File: src/design/sfp_pkg.sv
// Package of constants and controller/datapath interface types for the frame parser.
package sfp_pkg;

   localparam int MAX_PAYLOAD = 64;
   localparam int IDX_W       = 6;
   localparam int BYTE_W      = 8;
   localparam int LEN_W       = 7;

   typedef struct packed {
      logic sum_init;
      logic take_id;
      logic take_cmd;
      logic take_len;
      logic take_data;
      logic drain_start;
      logic drain_load;
   } sfp_cmd_type;

   typedef struct packed {
      logic hdr_match;
      logic len_is_zero;
      logic data_done;
      logic sum_ok;
      logic drain_last;
      logic out_free;
   } sfp_status_type;

endpackage

File: src/design/sfp_ctrl.sv
// Controller state machine of the frame parser: frame phases and result drain.
module sfp_ctrl (
   input  logic                   clock,
   input  logic                   reset,
   input  logic                   req_valid,
   output logic                   req_stall,
   input  sfp_pkg::sfp_status_type status,
   output sfp_pkg::sfp_cmd_type    cmd
);

   localparam logic [2:0] ST_HEADER = 3'd0;
   localparam logic [2:0] ST_ID     = 3'd1;
   localparam logic [2:0] ST_CMD    = 3'd2;
   localparam logic [2:0] ST_LEN    = 3'd3;
   localparam logic [2:0] ST_DATA   = 3'd4;
   localparam logic [2:0] ST_SUM    = 3'd5;
   localparam logic [2:0] ST_DRAIN  = 3'd6;

   logic [2:0] state_ff;
   logic [2:0] state_in;
   logic       accept;

   assign req_stall = (state_ff == ST_DRAIN);
   assign accept    = req_valid && !req_stall;

   always_comb begin
      state_in = state_ff;
      cmd      = '0;
      unique case (state_ff)
         ST_ID: begin
            if (accept) begin
               cmd.take_id = 1'b1;
               state_in    = ST_CMD;
            end
         end
         ST_CMD: begin
            if (accept) begin
               cmd.take_cmd = 1'b1;
               state_in     = ST_LEN;
            end
         end
         ST_LEN: begin
            if (accept) begin
               cmd.take_len = 1'b1;
               state_in     = status.len_is_zero ? ST_SUM : ST_DATA;
            end
         end
         ST_DATA: begin
            if (accept) begin
               cmd.take_data = 1'b1;
               if (status.data_done) begin
                  state_in = ST_SUM;
               end
            end
         end
         ST_SUM: begin
            if (accept) begin
               if (status.sum_ok) begin
                  cmd.drain_start = 1'b1;
                  state_in        = ST_DRAIN;
               end else begin
                  state_in = ST_HEADER;
               end
            end
         end
         ST_DRAIN: begin
            // One result goes to the output register whenever it has room.
            if (status.out_free) begin
               cmd.drain_load = 1'b1;
               if (status.drain_last) begin
                  state_in = ST_HEADER;
               end
            end
         end
         default: begin
            if (accept && status.hdr_match) begin
               cmd.sum_init = 1'b1;
               state_in     = ST_ID;
            end else begin
               state_in = ST_HEADER;
            end
         end
      endcase
   end

   always_ff @(posedge clock) begin
      if (reset) begin
         state_ff <= ST_HEADER;
      end else begin
         state_ff <= state_in;
      end
   end

endmodule

File: src/design/sfp_dp.sv
// Datapath of the frame parser: held fields, checksum, payload store and output register.
module sfp_dp (
   input  logic                          clock,
   input  logic                          reset,
   input  logic [sfp_pkg::BYTE_W-1:0]    req_rx_byte,
   input  logic                          csr_wr_en,
   input  logic [sfp_pkg::BYTE_W-1:0]    csr_wr_data,
   input  sfp_pkg::sfp_cmd_type          cmd,
   output sfp_pkg::sfp_status_type       status,
   output logic                          rsp_valid,
   input  logic                          rsp_stall,
   output logic [sfp_pkg::BYTE_W-1:0]    rsp_frame_id,
   output logic [sfp_pkg::BYTE_W-1:0]    rsp_frame_cmd,
   output logic [sfp_pkg::LEN_W-1:0]     rsp_frame_len,
   output logic [sfp_pkg::IDX_W-1:0]     rsp_byte_index,
   output logic [sfp_pkg::BYTE_W-1:0]    rsp_payload_byte,
   output logic                          rsp_last_of_frame
);

   logic [sfp_pkg::BYTE_W-1:0] header_ff;
   logic [sfp_pkg::BYTE_W-1:0] held_id_ff;
   logic [sfp_pkg::BYTE_W-1:0] held_cmd_ff;
   logic [sfp_pkg::BYTE_W-1:0] held_len_ff;
   logic [sfp_pkg::BYTE_W-1:0] byte_count_ff;
   logic [sfp_pkg::BYTE_W-1:0] sum_ff;
   logic [sfp_pkg::BYTE_W-1:0] sum_in;
   logic                       too_long_ff;
   logic [sfp_pkg::IDX_W-1:0]  rd_idx_ff;
   logic                       rsp_valid_ff;
   logic                       rsp_valid_in;
   logic [sfp_pkg::BYTE_W-1:0] rsp_id_ff;
   logic [sfp_pkg::BYTE_W-1:0] rsp_cmd_ff;
   logic [sfp_pkg::LEN_W-1:0]  rsp_len_ff;
   logic [sfp_pkg::IDX_W-1:0]  rsp_idx_ff;
   logic [sfp_pkg::BYTE_W-1:0] rsp_data_ff;
   logic                       rsp_last_ff;
   logic                       store_wr;
   logic                       len_zero;
   logic                       drain_last;

   logic [sfp_pkg::BYTE_W-1:0] store_mem [sfp_pkg::MAX_PAYLOAD];

   assign len_zero = (held_len_ff == '0);
   assign drain_last = len_zero ||
      (({1'b0, rd_idx_ff} + sfp_pkg::LEN_W'(1)) == held_len_ff[sfp_pkg::LEN_W-1:0]);
   assign store_wr = cmd.take_data && !too_long_ff &&
      (byte_count_ff < sfp_pkg::BYTE_W'(sfp_pkg::MAX_PAYLOAD));

   assign sum_in = cmd.sum_init ? req_rx_byte : sum_ff + req_rx_byte;

   always_comb begin
      status.hdr_match   = (req_rx_byte == header_ff);
      status.len_is_zero = (req_rx_byte == '0);
      status.data_done   = ({1'b0, byte_count_ff} + 9'd1) >= {1'b0, held_len_ff};
      status.sum_ok      = (req_rx_byte == sum_ff) && !too_long_ff;
      status.drain_last  = drain_last;
      status.out_free    = !rsp_valid_ff || !rsp_stall;
   end

   assign rsp_valid_in = cmd.drain_load || (rsp_valid_ff && rsp_stall);

   always_ff @(posedge clock) begin
      if (reset) begin
         header_ff     <= 8'hFF;
         held_id_ff    <= '0;
         held_cmd_ff   <= '0;
         held_len_ff   <= '0;
         byte_count_ff <= '0;
         sum_ff        <= '0;
         too_long_ff   <= 1'b0;
         rd_idx_ff     <= '0;
         rsp_valid_ff  <= 1'b0;
      end else begin
         rsp_valid_ff <= rsp_valid_in;
         if (csr_wr_en) begin
            header_ff <= csr_wr_data;
         end
         if (cmd.sum_init || cmd.take_id || cmd.take_cmd || cmd.take_len || cmd.take_data) begin
            sum_ff <= sum_in;
         end
         if (cmd.take_id) begin
            held_id_ff <= req_rx_byte;
         end
         if (cmd.take_cmd) begin
            held_cmd_ff <= req_rx_byte;
         end
         if (cmd.take_len) begin
            held_len_ff   <= req_rx_byte;
            byte_count_ff <= '0;
            too_long_ff   <= (req_rx_byte > sfp_pkg::BYTE_W'(sfp_pkg::MAX_PAYLOAD));
         end
         if (cmd.take_data) begin
            byte_count_ff <= byte_count_ff + 8'd1;
         end
         if (cmd.drain_start) begin
            rd_idx_ff <= '0;
         end else if (cmd.drain_load) begin
            rd_idx_ff <= rd_idx_ff + sfp_pkg::IDX_W'(1);
         end
      end
   end

   // Payload store: written during the data phase, read into the output register.
   always_ff @(posedge clock) begin
      if (store_wr) begin
         store_mem[byte_count_ff[sfp_pkg::IDX_W-1:0]] <= req_rx_byte;
      end
      if (cmd.drain_load) begin
         rsp_id_ff   <= held_id_ff;
         rsp_cmd_ff  <= held_cmd_ff;
         rsp_len_ff  <= held_len_ff[sfp_pkg::LEN_W-1:0];
         rsp_idx_ff  <= rd_idx_ff;
         rsp_last_ff <= drain_last;
         if (len_zero) begin
            rsp_data_ff <= '0;
         end else begin
            rsp_data_ff <= store_mem[rd_idx_ff];
         end
      end
   end

   assign rsp_valid         = rsp_valid_ff;
   assign rsp_frame_id      = rsp_id_ff;
   assign rsp_frame_cmd     = rsp_cmd_ff;
   assign rsp_frame_len     = rsp_len_ff;
   assign rsp_byte_index    = rsp_idx_ff;
   assign rsp_payload_byte  = rsp_data_ff;
   assign rsp_last_of_frame = rsp_last_ff;

endmodule

File: src/design/serial_frame_parser_sum_check.sv
// Top level of the serial frame parser with additive checksum.
//
// The req_ channel takes one received byte per word (req_rx_byte). Bytes are
// parsed as header, id, command, length, payload and checksum; bytes before a
// header equal to the configured value are skipped. The csr_ port writes the
// header value (reset value 0xFF); the user must write it only while the block
// is idle, which the block itself does not enforce. While a frame is being
// parsed, one input word is accepted per cycle. When the checksum byte matches,
// the frame is sent on the rsp_ channel as one word per payload byte (one word
// with zero data for an empty payload), the final word marked by
// rsp_last_of_frame. The first result is loaded into the output register once
// the parser is in the drain state after the checksum word is accepted, then
// one per cycle while the receiver does not stall. During the drain req_stall
// is high; input is taken again once the last result is in the output
// register. Frames with a bad checksum or a length above the store size are
// dropped without any output.
// Synchronous reset returns the parser to waiting for a header and empties the
// output register; the payload store is not cleared.
module serial_frame_parser_sum_check (
   input  logic                          clock,
   input  logic                          reset,
   input  logic                          req_valid,
   output logic                          req_stall,
   input  logic [sfp_pkg::BYTE_W-1:0]    req_rx_byte,
   input  logic                          csr_wr_en,
   input  logic [sfp_pkg::BYTE_W-1:0]    csr_wr_data,
   output logic                          rsp_valid,
   input  logic                          rsp_stall,
   output logic [sfp_pkg::BYTE_W-1:0]    rsp_frame_id,
   output logic [sfp_pkg::BYTE_W-1:0]    rsp_frame_cmd,
   output logic [sfp_pkg::LEN_W-1:0]     rsp_frame_len,
   output logic [sfp_pkg::IDX_W-1:0]     rsp_byte_index,
   output logic [sfp_pkg::BYTE_W-1:0]    rsp_payload_byte,
   output logic                          rsp_last_of_frame
);

   sfp_pkg::sfp_cmd_type    cmd;
   sfp_pkg::sfp_status_type status;

   sfp_ctrl u_ctrl (
      .clock     (clock),
      .reset     (reset),
      .req_valid (req_valid),
      .req_stall (req_stall),
      .status    (status),
      .cmd       (cmd)
   );

   sfp_dp u_dp (
      .clock             (clock),
      .reset             (reset),
      .req_rx_byte       (req_rx_byte),
      .csr_wr_en         (csr_wr_en),
      .csr_wr_data       (csr_wr_data),
      .cmd               (cmd),
      .status            (status),
      .rsp_valid         (rsp_valid),
      .rsp_stall         (rsp_stall),
      .rsp_frame_id      (rsp_frame_id),
      .rsp_frame_cmd     (rsp_frame_cmd),
      .rsp_frame_len     (rsp_frame_len),
      .rsp_byte_index    (rsp_byte_index),
      .rsp_payload_byte  (rsp_payload_byte),
      .rsp_last_of_frame (rsp_last_of_frame)
   );

endmodule

File: config.mk
export PLATFORM = sky130hd
export DESIGN_NAME = serial_frame_parser_sum_check
export DESIGN_NICKNAME = d
export VERILOG_FILES = /design/src/design/sfp_pkg.sv /design/src/design/sfp_ctrl.sv /design/src/design/sfp_dp.sv /design/src/design/serial_frame_parser_sum_check.sv
export SDC_FILE = /design/constraint.sdc
export NUM_CORES = 1
export LEC_CHECK = 0
export BUFFER_PORTS_ARGS = -buffer_cell sky130_fd_sc_hd__buf_2
export CAP_MARGIN = 0
export CORE_ASPECT_RATIO = 0.75
export CORE_UTILIZATION = 44
export DETAILED_ROUTE_END_ITERATION = 8
export GPL_TIMING_DRIVEN = 0
export PLACE_DENSITY = 0.71
export SYNTH_ARGS = -nofsm -noshare
export SYNTH_HDL_FRONTEND = slang
export SYNTH_SLANG_ARGS = --single-unit
export TNS_END_PERCENT = 20
File: constraint.sdc
create_clock -name clock -period 2.45 [get_ports clock]
set_input_delay 0 -clock clock [delete_from_list [all_inputs] [get_ports clock]]
set_output_delay 0 -clock clock [all_outputs]
set_load 0.02 [all_outputs]
==> key figures <==
Clock network
  – Clock Latency Late Sink: 0.62 ns
  – Maximum buffer depth of the clock tree: 3
  – CTS Sinks: 609
  – CTS clock-pin slew for the worst setup and hold paths: 0.06 ns
  – CTS tree: yes
  – TritonCTS Buffers: 56
  – Root buf cell: clkbuf_16
  – H-tree depth: 2

Power and ir drop
  – Combinational share of power: 1.5%
  – PwrDens: 667 mW/mm2
  – Sw power: 4030 uW
  – Register share of total power: 56.3%
  – Pint: 16000 uW
  – Clock share of power: 42.1%
  – Switching share of power: 20.1%
  – Max VDD drop: 0.511 mV
  – LEAKAGE: 0.00948 uW

STA
  – Unrepaired setup endpoints after global routing: yes
  – Slew margin rel.: 9.10%
  – Final hold slack: -0.0187 ns
  – Final setup violation count: 234
  – Worst Slack Setup Final: -0.0686 ns
  – Total Neg Setup Slack: -4.58 ns
  – Final worst path period need: 2.52 ns
  – Hold Vio Cnt, Final: 7
  – Max Fclk: 397 MHz
  – Max-slew violations: 0
  – Setup Skew: 0.0323 ns
  – Part of the cycle the worst path needs: 103%
  – Worst Tran Pin Value: 1.36 ns

Critical path
  – Crit. Startpoint: u_dp.rd_idx_ff[2]
  – Capture point of the worst reg-to-reg path: u_dp.rsp_payload_byte[4]
  – Setup slack, reg-to-reg: -0.07 ns
  – Startpoint types: register
  – Crit end category: register
  – Crit-path cells: buf_4 > and3_1 > clkbuf_4 > a22oi_2 > o211ai_1 > nor2_1 > nor3_2
  – R2R Path Start: u_dp.rd_idx_ff[2]
  – CP max-delay cell: and3_1
  – CP peak stage delay: 0.45 ns
  – Worst Path Arrival: 2.86 ns
  – Crit-path max FO: 10
  – Worst path required time: 2.79 ns
  – Crit Path Class: reg2reg
  – Reg2Reg Depth: 7
  – CP Buf/Inv Count: 2
  – Top delay family on crit path: simple AND/OR/NAND/NOR gates

Global route
  – GR Util All Layers: 22.3%
  – First-pass GRT wire length: 92.0 mm
  – Grt ovf: 0
  – Initial antenna violation count: 3
  – Largest net degree at the start of global routing: 73
  – Vias in the first global route: 14000

Final layout
  – Most frequent cells in the layout: edfxtp_1 (550), mux4_2 (128), nand2_1 (79)
  – Final Util: 55.0%
  – Share of cells above drive strength 1: 33.9%
  – Layout Nets: 1651
  – Area grow syn2layout: 23.1%
  – Commonest non-fill, non-tap cell in the layout: edfxtp_1
  – Fill cells: 4038
  – Post-route cell area: 0.0301 mm2

Synth
  – Seq cells post-synth: 609
  – Mapped Area: 0.0244 mm2
  – Cell taking the most area after synthesis: edfxtp_1
  – Post-Syn Instances: 1378
  – Sequential area share after synthesis: 72.4%
  – Synth warn: 0
  – Synthesized net count: 1417
  – Ys async rst share: 0%
  – Post-synthesis cell type count: 63
  – Top cells by area, synth: edfxtp_1 (68%), mux4_2 (12%), dfxtp_1 (4.8%)
  – Top-area cell type share of the netlist area: 67.6%
  – Syn avg cell area: 17.7 um2
  – Number of synthesized flops with an enable pin: 550
  – Synth Flop Type: edfxtp_1

Hold path
  – WHS Path Cells: 1
  – Tightest Hold Check Type: in2reg
  – Hold Path End: u_dp.store_mem[12][1]
  – Worst hold path startpoint: req_rx_byte[1]

Routing
  – DRC: 0
  – TritonRoute pass-1 iters: 5
  – Total Wirelength: 63.9 mm
  – Post-route ant nets: 0
  – DRT iter0 DRCs: 1886
  – Via count: 14400
  – Routed wire per std cell: 26.9 um
  – Via density per instance: 6.06

Placed design
  – Dpl cell area: 0.0256 mm2
  – Placer congestion estimate: 0.900
  – DPL Wire Length: 36.8 mm
  – IO Port Bufs: 59

Floorplan
  – Initial Util: 44.7%
  – Ports: 61
  – DIE HEIGHT: 206 um
  – Die W: 274 um
  – Die area: 0.0565 mm2
  – Core Region: 0.0546 mm2
  – FP Rows: 74

Run status
  – Failing checks: negative hold slack, negative setup slack
  – Run status: finished, violations left

Run
  – Max Cap Viol: 0
[routing by layer]
layer	routed length, um	share of wire [%]	global-route usage (%)	vias to the layer above
met4	1320	2.1	5.32	2
met5	11	0.017	0	-
met1	25600	40	32.5	7377
li1	-	-	-	5970
met2	29200	46	33.1	934
met3	7790	12	6.29	120
[registers in the layout, summed over array words and instances, names as in the netlist, 8 cells and up]
| register | cells |
|---|---|
| u_dp.header_ff | 8 |
| u_dp.sum_ff | 8 |
| u_dp.rsp_frame_cmd | 8 |
| u_dp.held_len_ff | 8 |
| u_dp.byte_count_ff | 8 |
| u_dp.rsp_payload_byte | 8 |
| u_dp.held_cmd_ff | 8 |
| u_dp.held_id_ff | 8 |
| u_dp.store_mem | 512 |
| u_dp.rsp_frame_id | 8 |
[what timing repair did]
action / 4_1_cts / 5_1_grt
hold endpoints to repair: 16 / 0
hold buffers: 16 / 0
cloned: 1 / 1
pin swaps: 62 / 21
setup buffers: 88 / 16
gates resized for setup: 231 / 69
setup endpoints to repair: 527 / 514
[through the flow]
step	instances	hold slack, ns	power [uW]	setup slack [ns]
6_report	2376	-0.0187	20100	-0.0686
3_3_place_gp	2159	0.207	11800	-0.795
3_5_place_dp	2160	0.215	11800	-0.795
2_1_floorplan	1378	0.0989	11600	0.0316
4_1_cts	2360	0.000475	20100	-0.0213
5_1_grt	2375	0.00561	20500	-0.157
[cells by family (layout without fill, tap and decap cells)]
family | after synthesis | after routing | synth area share [%]
AO/OA/AOI/OAI | 187 | 187 | 4.88
XOR/XNOR | 29 | 29 | 1.10
adder cells (fa/ha/maj) | 18 | 18 | 0.953
buffers and inverters | 96 | 371 | 1.93
flip-flops | 609 | 609 | 72.4
multiplexers | 162 | 162 | 13.2
other | 0 | 1 | 0
AND/OR/NAND/NOR | 277 | 277 | 5.50
[worst max-delay path by stage]
| stage | cells after the start | end | slack [ns] |
|---|---|---|---|
| 2_1_floorplan | 10 | u_ctrl.state_ff[0] | 0.03 |
| 3_3_place_gp | 7 | u_dp.rsp_payload_byte[7] | -0.80 |
| 3_5_place_dp | 7 | u_dp.rsp_payload_byte[4] | -0.79 |
| 4_1_cts | 8 | u_dp.rsp_payload_byte[4] | -0.02 |
| 5_1_grt | 7 | u_dp.rsp_payload_byte[4] | -0.16 |
| 6_report | 7 | u_dp.rsp_payload_byte[4] | -0.07 |
[synth_stat cells, types with 19 or more instances]
| cell | count |
|---|---|
| a21oi_1 | 64 |
| buf_2 | 20 |
| clkbuf_1 | 35 |
| dfxtp_1 | 59 |
| edfxtp_1 | 550 |
| inv_1 | 19 |
| mux2i_1 | 33 |
| mux4_2 | 128 |
| nand2_1 | 87 |
| nor2_1 | 94 |
| nor2b_1 | 21 |
| o21ai_0 | 26 |
| xnor2_1 | 21 |
[power by group through the flow]
stage	Clock [uW]	Sequential, uW	Combinational [uW]
floorplan	0	11500	76.0
global placement	0	11500	262
detailed placement	0	11500	277
CTS	8480	11300	298
global route	8890	11300	329
finish	8460	11300	305
[final cells by class]
| type | instances | area (um2) | area share, % |
|---|---|---|---|
| clock buffer | 72 | 1550 | 5.17 |
| antenna | 1 | 2.50 | 0.00832 |
| buffer | 71 | 614 | 2.04 |
| tap | 722 | 903 | 3.00 |
| sequential | 609 | 17700 | 58.9 |
| timing repair buffer | 182 | 1960 | 6.53 |
| multi-input combinational | 673 | 7050 | 23.5 |
| clock inverter | 27 | 193 | 0.641 |
| inverter | 19 | 71.3 | 0.237 |
No activity file was read; power rests on OpenSTA's default activity.
